## src/munsell_grid_to_xy_interp_unit_assert.svh

```systemverilog
// Assertion macros shared by the grid interpolation unit
`ifndef MUNSELL_GRID_TO_XY_INTERP_UNIT_ASSERT_SVH
`define MUNSELL_GRID_TO_XY_INTERP_UNIT_ASSERT_SVH

// Check that cons holds in the cycle after ante
`define MGXY_ASSERT_NEXT(lbl, ante, cons, msg) \
    lbl: assert property (@(posedge i_clk) disable iff (!i_rst_n) (ante) |=> (cons)) \
        else $error(msg);

// Check that cons holds in the same cycle as ante
`define MGXY_ASSERT_SAME(lbl, ante, cons, msg) \
    lbl: assert property (@(posedge i_clk) disable iff (!i_rst_n) (ante) |-> (cons)) \
        else $error(msg);

`endif

```

## src/mgxy_pkg.sv

```systemverilog
// Shared constants, codes and types of the grid interpolation unit
package mgxy_pkg;

    // default grid size
    localparam int HUE_STEPS_DEF    = 40;
    localparam int CHROMA_STEPS_DEF = 21;

    // field widths
    localparam int CMD_W      = 1;
    localparam int LD_HUE_W   = 6;
    localparam int LD_CHR_W   = 5;
    localparam int FRAC_W     = 16;
    localparam int ENTRY_W    = 2 * FRAC_W;
    localparam int WGT_W      = FRAC_W + 1;
    localparam int PROD_W     = WGT_W + FRAC_W;
    localparam int SUM_W      = PROD_W + 2;
    localparam int IN_DATA_W  = 80;
    localparam int OUT_DATA_W = ENTRY_W;

    // rounding offset: one half of the u0.16 step
    localparam logic [SUM_W-1:0] ROUND_HALF = SUM_W'(1) << (FRAC_W - 1);
    // unit weight in u1.16
    localparam logic [WGT_W-1:0] WGT_ONE    = WGT_W'(1) << FRAC_W;

    // item kinds carried on tuser
    localparam logic [CMD_W-1:0] CMD_LOAD = 1'b0;
    localparam logic [CMD_W-1:0] CMD_CONV = 1'b1;

    // control of the word held after the index stage
    typedef struct packed {
        logic valid;
        logic load;
        logic in_range;
        logic lower;
    } t_s1_ctl;

endpackage

```

## src/mgxy_blend.sv

```systemverilog
// Blend stages: weight products, then sum, round and output register
module mgxy_blend (
    input  logic                          i_clk,
    input  logic                          i_rst_n,
    input  logic                          i_valid,
    output logic                          o_ready,
    input  logic                          i_lower,
    input  logic [mgxy_pkg::WGT_W-1:0]    i_w0,
    input  logic [mgxy_pkg::WGT_W-1:0]    i_wm,
    input  logic [mgxy_pkg::WGT_W-1:0]    i_w2,
    input  logic [mgxy_pkg::ENTRY_W-1:0]  i_e0,
    input  logic [mgxy_pkg::ENTRY_W-1:0]  i_e1,
    input  logic [mgxy_pkg::ENTRY_W-1:0]  i_e2,
    input  logic [mgxy_pkg::ENTRY_W-1:0]  i_e3,
    output logic                          o_m_tvalid,
    input  logic                          i_m_tready,
    output logic [mgxy_pkg::OUT_DATA_W-1:0] o_m_tdata
);
    import mgxy_pkg::*;

    logic [ENTRY_W-1:0] w_em;
    logic               w_adv3;
    logic               w_adv4;
    logic [SUM_W-1:0]   w_sx;
    logic [SUM_W-1:0]   w_sy;

    logic               r_v3;
    logic [PROD_W-1:0]  r_px0;
    logic [PROD_W-1:0]  r_pxm;
    logic [PROD_W-1:0]  r_px2;
    logic [PROD_W-1:0]  r_py0;
    logic [PROD_W-1:0]  r_pym;
    logic [PROD_W-1:0]  r_py2;
    logic               r_v4;
    logic [FRAC_W-1:0]  r_x;
    logic [FRAC_W-1:0]  r_y;

    // stage handshakes
    assign w_adv4  = !r_v4 || i_m_tready;
    assign w_adv3  = !r_v3 || w_adv4;
    assign o_ready = w_adv3;

    // middle corner: hue neighbor for lower triangle, chroma neighbor for upper
    assign w_em = i_lower ? i_e1 : i_e3;

    // valid bits
    always_ff @(posedge i_clk) begin
        if (!i_rst_n) begin
            r_v3 <= 1'b0;
            r_v4 <= 1'b0;
        end else begin
            if (w_adv3) begin
                r_v3 <= i_valid;
            end
            if (w_adv4) begin
                r_v4 <= r_v3;
            end
        end
    end

    // multiply weights by corner values
    always_ff @(posedge i_clk) begin
        if (w_adv3) begin
            r_px0 <= PROD_W'(i_w0) * PROD_W'(i_e0[FRAC_W-1:0]);
            r_pxm <= PROD_W'(i_wm) * PROD_W'(w_em[FRAC_W-1:0]);
            r_px2 <= PROD_W'(i_w2) * PROD_W'(i_e2[FRAC_W-1:0]);
            r_py0 <= PROD_W'(i_w0) * PROD_W'(i_e0[ENTRY_W-1:FRAC_W]);
            r_pym <= PROD_W'(i_wm) * PROD_W'(w_em[ENTRY_W-1:FRAC_W]);
            r_py2 <= PROD_W'(i_w2) * PROD_W'(i_e2[ENTRY_W-1:FRAC_W]);
        end
    end

    // sum and round half up
    assign w_sx = SUM_W'(r_px0) + SUM_W'(r_pxm) + SUM_W'(r_px2) + ROUND_HALF;
    assign w_sy = SUM_W'(r_py0) + SUM_W'(r_pym) + SUM_W'(r_py2) + ROUND_HALF;

    always_ff @(posedge i_clk) begin
        if (w_adv4) begin
            r_x <= w_sx[2*FRAC_W-1:FRAC_W];
            r_y <= w_sy[2*FRAC_W-1:FRAC_W];
        end
    end

    assign o_m_tvalid = r_v4;
    assign o_m_tdata  = {r_y, r_x};

endmodule

```

## config.mk

```make
export PLATFORM = sky130hd
export DESIGN_NAME = mgxy_blend
export DESIGN_NICKNAME = d
export VERILOG_FILES = /design/src/munsell_grid_to_xy_interp_unit_assert.svh /design/src/mgxy_pkg.sv /design/src/mgxy_blend.sv
export SDC_FILE = /design/constraint.sdc
export NUM_CORES = 2
export LEC_CHECK = 0
export BUFFER_PORTS_ARGS = -buffer_cell sky130_fd_sc_hd__buf_2
export CORE_ASPECT_RATIO = 0.9
export CORE_MARGIN = 3
export CORE_UTILIZATION = 55
export CTS_CLUSTER_SIZE = 40
export DETAILED_ROUTE_END_ITERATION = 7
export HOLD_SLACK_MARGIN = 0.05
export PLACE_DENSITY = 0.72
export SYNTH_ARGS = -nofsm -noshare
export SYNTH_HDL_FRONTEND = slang
export SYNTH_SLANG_ARGS = --single-unit
```

## constraint.sdc

```tcl
create_clock -name i_clk -period 22.2 [get_ports i_clk]
set_input_delay 3.33 -clock i_clk [delete_from_list [all_inputs] [get_ports i_clk]]
set_output_delay 3.33 -clock i_clk [all_outputs]
set_load 0.02 [all_outputs]
```

# Word-level counts from Yosys, hierarchy flattened

Cells that the tools add are included.
Widths: inputs -> output; s select.

$add $sub $neg: 6
Multipliers: 6
Divide/modulo/power cells: 0
$lt $le $gt $ge: 0
Equal/unequal tests: 0
Shifts and indexed selects: 0
Muxes and demuxes: 1
Bitwise operators: 0
Reductions and logical operators: 4

Operators by type and width:

| operator               | number |
|---|---|
| $mul 17x16->32         | 6 |
| $add 32x32->32         | 4 |
| $add 32x16->32 const B | 2 |
| $mux 32                | 1 |
| $logic_not 1->1        | 2 |
| $logic_or 1x1->1       | 2 |

Register bits after elaboration: 226
Bits in latches: 0
Bits in writable memories: 0
ROM bits: 0
Bits of input ports: 184
Word-level logic and storage cells: 27
Memories kept: 0

# Depth between registers and ports, before layout

Depth in word-level cells: 3
Depth in mapped cells: 26
Depth with buffers taken out: 23

# Worst setup path before layout

Ideal clock, no wire load.

Kind: input -> output
From: input i_m_tready
To: output o_ready
Arrival time: 7.543 ns
Setup slack: 11.327 ns
Stages on the path: 2
Cells stage by stage: nor2b_1 > nand2_1

Cells in the longest elaborated chain, start to end: 2

Ends and longest elaborated chain:

| what             | line             | source |
|---|---|---|
| start, declared  | mgxy_blend.sv:16 | `input logic i_m_tready,` |
| $logic_or 1x1->1 | mgxy_blend.sv:39 | `assign w_adv4 = !r_v4 \|\| i_m_tready;` |
| $logic_or 1x1->1 | mgxy_blend.sv:40 | `assign w_adv3 = !r_v3 \|\| w_adv4;` |
| end, declared    | mgxy_blend.sv:6  | `output logic o_ready,` |

No other way between the ends.

# Worst setup path after layout

From: input i_lower
To: register r_pxm[30], data pin

Cells in the longest elaborated chain, start to end: 2

Ends and longest elaborated chain:

| what                 | line             | source |
|---|---|---|
| start, declared      | mgxy_blend.sv:7  | `input logic i_lower,` |
| $mux 32              | mgxy_blend.sv:44 | `assign w_em = i_lower ? i_e1 : i_e3;` |
| $mul 17x16->32       | mgxy_blend.sv:65 | `r_pxm <= PROD_W'(i_wm) * PROD_W'(w_em[FRAC_W-1:0]);` |
| end signal, assigned | mgxy_blend.sv:65 |  |
| end, declared        | mgxy_blend.sv:29 | `logic [PROD_W-1:0] r_pxm;` |

No other way between the ends.
A chain may end at the register's enable or synchronous reset.

==> summary by stage <==
Run status
The run finished with clean final reports.

Floorplanning
In this run the horizontal extent of the chip is 366 um. The total I/O pin count is 218. The floorplan has 118 rows. The initial utilization of the core area, before any placement, comes to 0.555. From bottom edge to top edge, the die measures 330 um. The total area inside the core boundary comes to 115000 sq um. The overall die area is 121000 sq um.

Route
The routed length on met2 is 74300 um. The count of nets left with antenna violations after detail routing is 0. The detailed-route vias per instance is 5.48. After detailed routing, the wire length on met1 is 64200 um. Summed over all nets, wire length on met3 after detailed routing comes to 10700 um.

Wires add up to 155000 um. The number of detailed-routing iterations run before antenna repair is 6. In the final routed layout, each cell accounts on average for 18.5 um. The total vias in the final route is 46000. The starting DRC count in detailed routing is 2962.

In the routed design, unresolved DRC markers number 0. In this run the top signal layer used is met5.

Worst setup path
STA classifies the critical path endpoint as a flip-flop. The kind of launch point of the worst setup path is a primary input. The worst register-to-register path begins at r_px2[13]$_DFFE_PP_. On the critical path, the stage with the largest delay is an instance of buf_2. The biggest fanout along the worst timing path is 32. For this run, the slowest stage of the critical path takes 0.64 ns. Among the stages of the critical path, the cell type that occurs most often is fa_1. STA puts the critical path data required time at 22.62 ns. The worst setup path is of the primary input to flip-flop kind. Traced cell by cell, the critical path runs through buf_2 -> mux2_2 -> nand2_1 -> fa_1 -> fa_1 -> inv_1 -> fa_1 -> fa_1 -> fa_1 -> inv_1 -> fa_1 -> inv_1 -> ha_1 -> a21oi_1 -> a21oi_1 -> nor4b_1 -> o211ai_1 -> nand3_1 -> a21o_1 -> a31oi_1 -> or4b_2 -> nand3_1.

The critical path starts at i_lower. STA puts the critical path data arrival time at 10.63 ns.

Logic synthesis
The fraction of synthesis flops using an asynchronous set or reset pin is 0. Among all flip-flop cells after synthesis, the most frequent one is edfxtp_1. The area share of the largest cell type after synthesis is 0.407.

The number of different library cells in the post-synthesis netlist is 73. After synthesis, the cell types taking the most area are fa_1, ha_1, edfxtp_1. A synthesized cell averages 9.41 sq um. The gate count after technology mapping is 6801.

The post-synthesis cell area is 64000 sq um. The count of flip-flops with a built-in enable after synthesis is 224. After synthesis the netlist holds a flip-flop and latch count of 226. The number of nets in the synthesized netlist is 9009. The synthesized design spends more area on one cell type than any other, namely fa_1. The warning count from the yosys run is 0. For this run, the register share of the synthesized area comes to 0.106.

Final layout
The share of final-layout standard cells stronger than drive strength 1 is 0.0477. The library cells used most frequently in the layout, excluding fill and tap cells, are inv_1, fa_1, nand2_1. The area growth from synthesis to layout is 4.81%. The leading cell type in the layout, fill and taps excluded is inv_1. For this run, the post-layout net count is 9005.

STA
The final setup TNS is 0 ns. The post-route fraction of the period consumed by the critical path is 0.460. The number of hold violations in the final report was 0.

The actual slew at the worst max-slew pin is 0.958 ns. The number of endpoints failing setup at the final stage is 0. The count of final max-slew check failures was 0. Derived from the worst setup path, the maximum achievable clock frequency is 0.0979 GHz. After layout, the minimum clock period comes to 10.21 ns. Setup repair after global routing left no endpoint under its margin. Measured against its own limit, the worst slew margin works out to 0.362.

Between clock sinks in the finished design, the worst skew comes to 0.0473 ns.

Clocking
The deepest clock path buffer count is 3. The number of buffers added for setup after CTS is 0. CTS saw 226 sinks. The number of gates resized after CTS was 0. After clock tree synthesis, the flow added hold-fix buffers numbering 0. CTS built an H-tree with a depth of 1. The cell at the root of the clock tree is clkbuf_16. The clock latency reported for the late side of the worst-skew pair is 0.59 ns.

Clock-pin slew was measured on the worst setup and hold paths at 0.06 ns. TritonCTS built the clock tree. The clock buffer count from CTS is 29.

GRT
The number of global-route vias before repair was 49400. The wire length of the first global-routing pass is 258000 um. The total global routing track utilization is 0.269. The aggregate global routing overflow is 0.

The number of antenna violations at the first check in global routing is 8. The pin count of the biggest net entering global routing is 73.

Job
Max-cap violations in this run came to 0.

Hold path
The hold path startpoint is r_v3$_SDFFE_PN0P_. The type of the tightest min-delay check is flip-flop to flip-flop.

Placement
At the end of routability-driven placement, the weighted congestion stood at 0.908. During placement, the flow inserted port buffers numbering 217. The estimated wirelength of the detail-placed design is 123000 um.
[registers in the layout (all words and copies together) (netlist names)]
| signal | count |
|---|---|
| r_py0 | 32 |
| o_m_tvalid | 1 |
| r_pym | 32 |
| r_py2 | 32 |
| r_x | 16 |
| r_px0 | 32 |
| r_px2 | 32 |
| r_y | 16 |
| r_v3 | 1 |
| r_pxm | 32 |
[metal layers]
metal / global-route usage / vias up
met5: 0 / -
met4: 0.0920 / 4
met3: 0.0307 / 255
met2: 0.443 / 1585
met1: 0.372 / 23500
li1: - / 20600
[path summary, 6_finish.rpt]
path,endpoint,slack [ns],cells after the start
setup / recovery,r_pxm[30]$_DFFE_PP_,11.99,22
hold / removal,o_m_tvalid$_SDFFE_PN0P_,0.56,1
setup reg to reg,r_x[14]$_DFFE_PP_,17.95,12
hold reg to reg,o_m_tvalid$_SDFFE_PN0P_,0.56,1
[kinds of logic (layout without fill, tap and decap cells)]
group                    after synthesis  in the layout  share of synthesized area
adder cells (fa/ha/maj)             2024           2024                      0.548
AND/OR/NAND/NOR                     2021           2021                      0.155
buffers and inverters               1791           1808                      0.105
AO/OA/AOI/OAI                        501            501                     0.0518
flip-flops                           226            226                      0.106
XOR/XNOR                             205            205                     0.0281
multiplexers                          33             33                    0.00567
other                                  0              4                          0
[cells in the mapped netlist (13+ instances only)]
library cell  instances
xnor2_1             151
o211ai_1             17
nand2_1             941
mux2_2               26
a31oi_1              20
edfxtp_1            224
nand4_1              15
and3_1               26
or3_1                13
nand3_1              37
a21oi_1             143
xor2_1               54
o21a_1               23
inv_1              1522
ha_1                722
clkbuf_1            265
nand2b_1             36
a211oi_1             27
and2_1              664
fa_1               1302
nor2_1              120
nor3_1               28
nor2b_1             103
a21o_1               87
o21bai_1             19
o21ai_0              73
[worst max-delay path: cells and delay by family]
family	cells	cell delay, ns
compound gates	5	0.99
fa+ha+maj	7	3.37
buf+inv	4	0.79
mux	1	0.59
simple gates	5	1.53
[final cells by class]
class / count / area [sq um]
repair buffers: 234 / 1210
clock buffers: 36 / 752
clock inverters: 16 / 153
diodes: 4 / 10.0
multi-input cells: 4784 / 50500
well taps: 1560 / 1950
inverters: 1522 / 5710
fillers: 9919 / 48200
flip-flops and latches: 226 / 6770
[per-stage QoR]
stage          hold slack [ns]  std cells   util  setup WS [ns]  instance area (sq um)
4_1_cts                  0.560       8378  0.582          12.19                  67100
2_1_floorplan            0.463       6801      -          11.33                  64000
5_1_grt                  0.582       8381  0.582          11.70                  67100
3_3_place_gp             0.532       8326  0.574          11.74                  66200
3_5_place_dp             0.545       8326  0.574          11.63                  66200
6_report                 0.560       8382  0.582          11.99                  67100
Power is left out: the tool's default activity adds up to more than one toggle a clock period on the data nets, which glitch-free logic cannot reach.
