$ cat src/munsell_grid_to_xy_interp_unit_assert.svh
// Assertion macros shared by the grid interpolation unit
`ifndef MUNSELL_GRID_TO_XY_INTERP_UNIT_ASSERT_SVH
`define MUNSELL_GRID_TO_XY_INTERP_UNIT_ASSERT_SVH

// Check that cons holds in the cycle after ante
`define MGXY_ASSERT_NEXT(lbl, ante, cons, msg) \
    lbl: assert property (@(posedge i_clk) disable iff (!i_rst_n) (ante) |=> (cons)) \
        else $error(msg);

// Check that cons holds in the same cycle as ante
`define MGXY_ASSERT_SAME(lbl, ante, cons, msg) \
    lbl: assert property (@(posedge i_clk) disable iff (!i_rst_n) (ante) |-> (cons)) \
        else $error(msg);

`endif

$ cat src/mgxy_pkg.sv
// Shared constants, codes and types of the grid interpolation unit
package mgxy_pkg;

    // default grid size
    localparam int HUE_STEPS_DEF    = 40;
    localparam int CHROMA_STEPS_DEF = 21;

    // field widths
    localparam int CMD_W      = 1;
    localparam int LD_HUE_W   = 6;
    localparam int LD_CHR_W   = 5;
    localparam int FRAC_W     = 16;
    localparam int ENTRY_W    = 2 * FRAC_W;
    localparam int WGT_W      = FRAC_W + 1;
    localparam int PROD_W     = WGT_W + FRAC_W;
    localparam int SUM_W      = PROD_W + 2;
    localparam int IN_DATA_W  = 80;
    localparam int OUT_DATA_W = ENTRY_W;

    // rounding offset: one half of the u0.16 step
    localparam logic [SUM_W-1:0] ROUND_HALF = SUM_W'(1) << (FRAC_W - 1);
    // unit weight in u1.16
    localparam logic [WGT_W-1:0] WGT_ONE    = WGT_W'(1) << FRAC_W;

    // item kinds carried on tuser
    localparam logic [CMD_W-1:0] CMD_LOAD = 1'b0;
    localparam logic [CMD_W-1:0] CMD_CONV = 1'b1;

    // control of the word held after the index stage
    typedef struct packed {
        logic valid;
        logic load;
        logic in_range;
        logic lower;
    } t_s1_ctl;

endpackage

$ cat src/mgxy_index.sv
// Input stage: scale hue and chroma to cell corners and triangle weights
module mgxy_index #(
    parameter int HUE_STEPS    = 40,
    parameter int CHROMA_STEPS = 21,
    parameter int HW           = 6,
    parameter int CW           = 5
) (
    input  logic                          i_clk,
    input  logic                          i_rst_n,
    input  logic                          i_valid,
    output logic                          o_ready,
    input  logic [mgxy_pkg::CMD_W-1:0]    i_cmd,
    input  logic [mgxy_pkg::LD_HUE_W-1:0] i_load_hue_index,
    input  logic [mgxy_pkg::LD_CHR_W-1:0] i_load_chroma_index,
    input  logic [mgxy_pkg::FRAC_W-1:0]   i_load_x,
    input  logic [mgxy_pkg::FRAC_W-1:0]   i_load_y,
    input  logic [mgxy_pkg::FRAC_W-1:0]   i_hue,
    input  logic [mgxy_pkg::FRAC_W-1:0]   i_chroma,
    input  logic                          i_ready,
    output mgxy_pkg::t_s1_ctl             o_ctl,
    output logic [HW-1:0]                 o_h0,
    output logic [HW-1:0]                 o_h1,
    output logic [CW-1:0]                 o_c0,
    output logic [CW-1:0]                 o_c1,
    output logic [mgxy_pkg::WGT_W-1:0]    o_w0,
    output logic [mgxy_pkg::WGT_W-1:0]    o_wm,
    output logic [mgxy_pkg::WGT_W-1:0]    o_w2,
    output logic [mgxy_pkg::ENTRY_W-1:0]  o_wdata
);
    import mgxy_pkg::*;

    localparam int HSW = FRAC_W + HW;
    localparam int CSW = FRAC_W + CW;

    logic [HSW-1:0]    w_hs;
    logic [CSW-1:0]    w_cs;
    logic [HW-1:0]     w_h0;
    logic [HW-1:0]     w_h1;
    logic [CW-1:0]     w_c0;
    logic [CW-1:0]     w_c1;
    logic [FRAC_W-1:0] w_hu;
    logic [FRAC_W-1:0] w_cu;
    logic              w_lower;
    logic [31:0]       w_lh;
    logic [31:0]       w_lc;
    logic              w_in_range;
    logic              w_load;
    logic              w_adv;

    t_s1_ctl            r_ctl;
    logic [HW-1:0]      r_h0;
    logic [HW-1:0]      r_h1;
    logic [CW-1:0]      r_c0;
    logic [CW-1:0]      r_c1;
    logic [WGT_W-1:0]   r_w0;
    logic [WGT_W-1:0]   r_wm;
    logic [WGT_W-1:0]   r_w2;
    logic [ENTRY_W-1:0] r_wdata;

    // advance when the stage is empty or drains this cycle
    assign w_adv   = !r_ctl.valid || i_ready;
    assign o_ready = w_adv;
    assign w_load  = (i_cmd == CMD_LOAD);

    // scale to integer corner and fraction
    assign w_hs = HSW'(i_hue) * HSW'(HUE_STEPS);
    assign w_cs = CSW'(i_chroma) * CSW'(CHROMA_STEPS);
    assign w_hu = w_hs[FRAC_W-1:0];
    assign w_cu = w_cs[FRAC_W-1:0];

    // wrap hue, clamp chroma; load items use their own row and column
    assign w_lh = 32'(i_load_hue_index);
    assign w_lc = 32'(i_load_chroma_index);
    assign w_in_range = (w_lh < 32'(HUE_STEPS)) && (w_lc < 32'(CHROMA_STEPS));

    always_comb begin
        if (w_load) begin
            w_h0 = w_lh[HW-1:0];
            w_c0 = w_lc[CW-1:0];
        end else begin
            w_h0 = w_hs[FRAC_W +: HW];
            w_c0 = w_cs[FRAC_W +: CW];
        end
        w_h1 = (w_h0 == HW'(HUE_STEPS - 1))    ? '0   : w_h0 + HW'(1);
        w_c1 = (w_c0 == CW'(CHROMA_STEPS - 1)) ? w_c0 : w_c0 + CW'(1);
    end

    // pick the triangle: lower when the hue fraction is not below chroma
    assign w_lower = (w_hu >= w_cu);

    // hold control
    always_ff @(posedge i_clk) begin
        if (!i_rst_n) begin
            r_ctl <= '0;
        end else if (w_adv) begin
            r_ctl.valid    <= i_valid;
            r_ctl.load     <= w_load;
            r_ctl.in_range <= w_in_range;
            r_ctl.lower    <= w_lower;
        end
    end

    // hold payload
    always_ff @(posedge i_clk) begin
        if (w_adv) begin
            r_h0    <= w_h0;
            r_h1    <= w_h1;
            r_c0    <= w_c0;
            r_c1    <= w_c1;
            r_wdata <= {i_load_y, i_load_x};
            if (w_lower) begin
                r_w0 <= WGT_ONE - WGT_W'(w_hu);
                r_wm <= WGT_W'(w_hu) - WGT_W'(w_cu);
                r_w2 <= WGT_W'(w_cu);
            end else begin
                r_w0 <= WGT_ONE - WGT_W'(w_cu);
                r_wm <= WGT_W'(w_cu) - WGT_W'(w_hu);
                r_w2 <= WGT_W'(w_hu);
            end
        end
    end

    assign o_ctl   = r_ctl;
    assign o_h0    = r_h0;
    assign o_h1    = r_h1;
    assign o_c0    = r_c0;
    assign o_c1    = r_c1;
    assign o_w0    = r_w0;
    assign o_wm    = r_wm;
    assign o_w2    = r_w2;
    assign o_wdata = r_wdata;

endmodule

$ cat config.mk
export PLATFORM = sky130hd
export DESIGN_NAME = mgxy_index
export DESIGN_NICKNAME = d
export VERILOG_FILES = /design/src/munsell_grid_to_xy_interp_unit_assert.svh /design/src/mgxy_pkg.sv /design/src/mgxy_index.sv
export SDC_FILE = /design/constraint.sdc
export NUM_CORES = 1
export LEC_CHECK = 0
export BUFFER_PORTS_ARGS = -buffer_cell sky130_fd_sc_hd__buf_2
export CAP_MARGIN = 0
export CORE_AREA = 2 2 125 158
export CTS_BUF_LIST = sky130_fd_sc_hd__clkbuf_4
export CTS_CLUSTER_SIZE = 14
export DETAILED_ROUTE_END_ITERATION = 7
export DIE_AREA = 0 0 127 160
export HOLD_SLACK_MARGIN = 0.03
export PLACE_DENSITY = 0.69
export SLEW_MARGIN = 15
export SYNTH_ARGS = -nofsm -noshare
export SYNTH_HDL_FRONTEND = slang
export SYNTH_SLANG_ARGS = --single-unit
$ cat constraint.sdc
create_clock -name i_clk -period 18.81 [get_ports i_clk]
set_input_delay 5.643 -clock i_clk [delete_from_list [all_inputs] [get_ports i_clk]]
set_output_delay 5.643 -clock i_clk [all_outputs]
set_load 0.03 [all_outputs]
======== Word level (Yosys, flattened, before mapping) ========
Cells that the tools add are included.
word-level totals
  bits in registers ....................... 109
  latch bits .............................. 0
  bits in writable memories ............... 0
  memory bits (read-only) ................. 0
  input bits .............................. 80
  output and inout port bits .............. 110
  memories ................................ 0
operators by class
  add/subtract/negate cells ............... 6
  $mul .................................... 2
  div/mod/pow operators ................... 0
  order comparisons ....................... 3
  equality and inequality tests ........... 2
  shifts and indexed selects .............. 0
  multiplexer cells ....................... 6
  bitwise gates (word level) .............. 1
  reduce and logical (&&, ||, !) cells .... 3
operators with widths
  operator                  number
  $mux W17                  2
  $sub A16 B16 Y17          2
  $sub A17 B16 Y17 const A  2
  $mul A16 B5 Y21 const B   1
  $mul A16 B3 Y19 const B   1
  $ge A16 B16 Y1            1
  $mux W16                  1
  $mux W5                   2
  $add A6 B1 Y6 const B     1
  $eq A6 B6 Y1 const B      1
  $lt A6 B6 Y1 const B      1
  $mux W6                   1
  $add A5 B1 Y5 const B     1
  $eq A5 B5 Y1 const B      1
  $lt A5 B5 Y1 const B      1
  $logic_and A1 B1 Y1       1
  $logic_not A1 Y1          1
  $logic_or A1 B1 Y1        1
  $not A1 Y1                1

======== Longest topological paths before layout ========
  depth after elaboration ................. 4
  depth in mapped cells ................... 25
  mapped depth without buffers ............ 21

======== Worst setup path after synthesis ========
OpenSTA, ideal clock, no wires.
  path type ............................... in2out
  from .................................... in i_ready
  to ...................................... out o_ready
  arrival ................................. 8.946 ns
  required time ........................... 13.167 ns
  slack ................................... 4.221 ns
  stages on the path ...................... 2
  cell sequence ........................... nand2b_1 clkbuf_1
on the way
  cells in the longest elaborated chain, start to end .. 1
ends and longest elaborated chain
  item                line              source
  start: declaration  mgxy_index.sv:19  input logic i_ready,
  $logic_or A1 B1 Y1  mgxy_index.sv:61  assign w_adv = !r_ctl.valid || i_ready;
  end: declaration    mgxy_index.sv:11  output logic o_ready,
No other way between the ends.

======== Worst setup path after layout ========
Ends and elaborated chain as after synthesis.

==> flow_summary.ini <==
[outcome]
status = complete, no violations

[yosys]
yosys-top-cells-area = edfxtp_1 38%, ha_1 16%, inv_1 4.5%, xnor2_1 4.2%, a21o_1 3.5%
ys_ff_latch = 108
synth_top_area_share = 0.375
syn_area_sq_um = 8320
yosysWarnings = 0
avgSynthCellArea_sq_um = 10.2
yosysUniqueCellTypes = 74
syn_nets = 1019
async_flop_share = 0
synth-edff-count = 104
synth_top_flop_cell = edfxtp_1
syn_inst = 817
yosysTopAreaCell = edfxtp_1
synth_seq_area_share = 0.385

[floorplan]
start_util = 0.439
dieHeight_um = 160
rows = 57
pin_count = 190
dieArea_sq_um = 20300
chipWidth_um = 127
core_sq_um = 19000

[timing]
finalHoldWorstSlack_ns = 0.522
max_slew_margin = 0.500
max_freq_mhz = 80.5
fin_tns_setup_ns = 0
hold_viol = 0
worstMarginPinSlew_ns = 0.748
finalCritPeriodShare = 0.660
fin_worst_skew_ns = 0.0260
setup_viol = 0
min_period_ns = 12.42
grt_setup_unrepaired = no
drv_slew = 0

[grt]
antenna_found_initial = 1
grt_pass1_wl_um = 30800
grt-ovfl-total = 0
grt_max_degree = 60
grt_pass1_vias = 6504
grt_usage = 0.186

[clock_tree]
post_cts_buffers = 0
cts_buffers = 9
clockRootBuffer = clkbuf_4
clkSlewWorstSetupHoldPaths_ns = 0.18
hold_buffers = 0
clock_path_buffers = 2
cts.sinks = 108
clk_latency_ns = 0.49
cts_resized = 0
htreeDepth = 3
cts_tree = yes

[worst_setup_path]
reg2reg_depth = 5
cp_cell_sequence = buf_2, nand2b_4, buf_4, buf_2
crit_type = in -> out
crit_family = buffers and inverters
cpPeakStageDelay_ns = 0.59
cp.required_ns = 13.17
start_kind = primary input
critPathBufInv = 3
critPathSlowestCell = buf_4
worstPathArrival_ns = 6.77
worstPathMaxFanout = 59
cp-end-kind = primary output
cp.depth = 4
cpMostUsedCell = buf_2

[route]
drt_pass1_iterations = 5
dr_total_vias = 6523
routed_via_density = 5.25
antenna_left = 0
routed_wirelength_um = 18800
wl_per_cell_um = 15.1
drtIter0Drc = 291
post-route-drc-count = 0

[place]
io_buffers = 188
placed_cell_area_sq_um = 9520
dp_hpwl_um = 15100
place_inst = 1225
place.gp.congestion = 0.867

[final_layout]
post-route-util = 0.509
final_common_cell = buf_2
stdcell_area_sq_um = 9650
mostFrequentLayoutCells = 188 x buf_2, 109 x ha_1, 104 x edfxtp_1
final_cells = 1242
fin_nets = 1202
fill_cells = 1846
drive_gt1_frac = 0.233
syn2layout_area_growth_pct = 16.0

[hold_path]
min_path_type = reg -> reg
hold_depth = 1

[power]
ir_worst_vdd_v = 0.0000711
power.leakage_nw = 4.74
p_per_area_nw_per_um2 = 151

[run]
maxCapViolCount = 0
[cell type report]
| type | count | area, sq um | area share |
|---|---|---|---|
| timing repair buffer | 194 | 986 | 0.102 |
| antenna | 1 | 2.50 | 0.000259 |
| clock inverter | 6 | 57.6 | 0.00596 |
| tap | 236 | 295 | 0.0306 |
| multi-input combinational | 587 | 4660 | 0.483 |
| clock buffer | 10 | 75.1 | 0.00778 |
| sequential | 108 | 3200 | 0.332 |
| inverter | 100 | 375 | 0.0389 |
[final timing paths]
check / from / to / slack [ns]
worst min register to register: o_ctl[1]$_SDFFE_PN0P_ / o_ctl[1]$_SDFFE_PN0P_ / 0.52
worst min-delay path: o_ctl[1]$_SDFFE_PN0P_ / o_ctl[1]$_SDFFE_PN0P_ / 0.52
worst max register to register: o_ctl[3]$_SDFFE_PN0P_ / o_ctl[0]$_SDFFE_PN0P_ / 16.67
worst max-delay path: i_ready / o_ready / 6.39
[metal layers]
layer / track usage / vias up / share of wire
li1: - / 3303 / -
met1: 0.226 / 3033 / 0.42
met2: 0.327 / 159 / 0.50
met3: 0.0382 / 28 / 0.053
met4: 0.0659 / 0 / 0.023
met5: 0 / - / 0
[worst reg2reg max path, delay by kind of cell, from the launching register on]
kind	cells	cell delay, ns
buffers and inverters	2	1.28
DFF	1	0.38
and+or+nand+nor	2	0.25
AOI/OAI and AO/OA	1	0.16
[registers in the layout, indices dropped and copies added, names as in the netlist]
| name | flops |
|---|---|
| o_wdata | 32 |
| o_w0 | 17 |
| o_wm | 17 |
| o_w2 | 16 |
| o_h0 | 6 |
| o_h1 | 6 |
| o_c0 | 5 |
| o_c1 | 5 |
| o_ctl | 4 |
[cells by family (layout without fill, tap and decap cells)]
group,after synthesis,in the layout,share of synthesized area
mux,17,17,0.0218
fa+ha+maj,122,122,0.195
xor+xnor,60,60,0.0631
buf+inv,122,310,0.0564
compound gates,198,198,0.163
flops,108,108,0.385
simple gates,189,189,0.115
other cells,1,2,0.000451
[metrics by stage]
step                setup WS (ns)  total power, mW
detailed placement           6.36             1.35
global placement             6.38             1.34
floorplan                    4.22             1.12
global route                 6.31             1.57
finish                       6.39             1.46
CTS                          6.36             1.47
[synth_stat cells (7+ instances only)]
library cell and instances:
a21o_1 39, a21oi_1 41, and2_1 9, and3_1 9, clkbuf_1 20, edfxtp_1 104
fa_1 13, ha_1 109, inv_1 100, mux2i_1 11, nand2_1 57, nand2b_1 7
nand3_1 11, nand4_1 8, nor2_1 31, nor2b_1 16, nor3_1 16, o21a_1 7
o21ai_0 44, xnor2_1 40, xor2_1 20
[where the power goes]
part | switching [mW] | internal, mW | leakage, nW
Sequential | 0.0158 | 0.385 | 1.12
Combinational | 0.608 | 0.335 | 3.55
Clock | 0.0827 | 0.0309 | 0.0664
No activity file was read; power rests on OpenSTA's default activity.
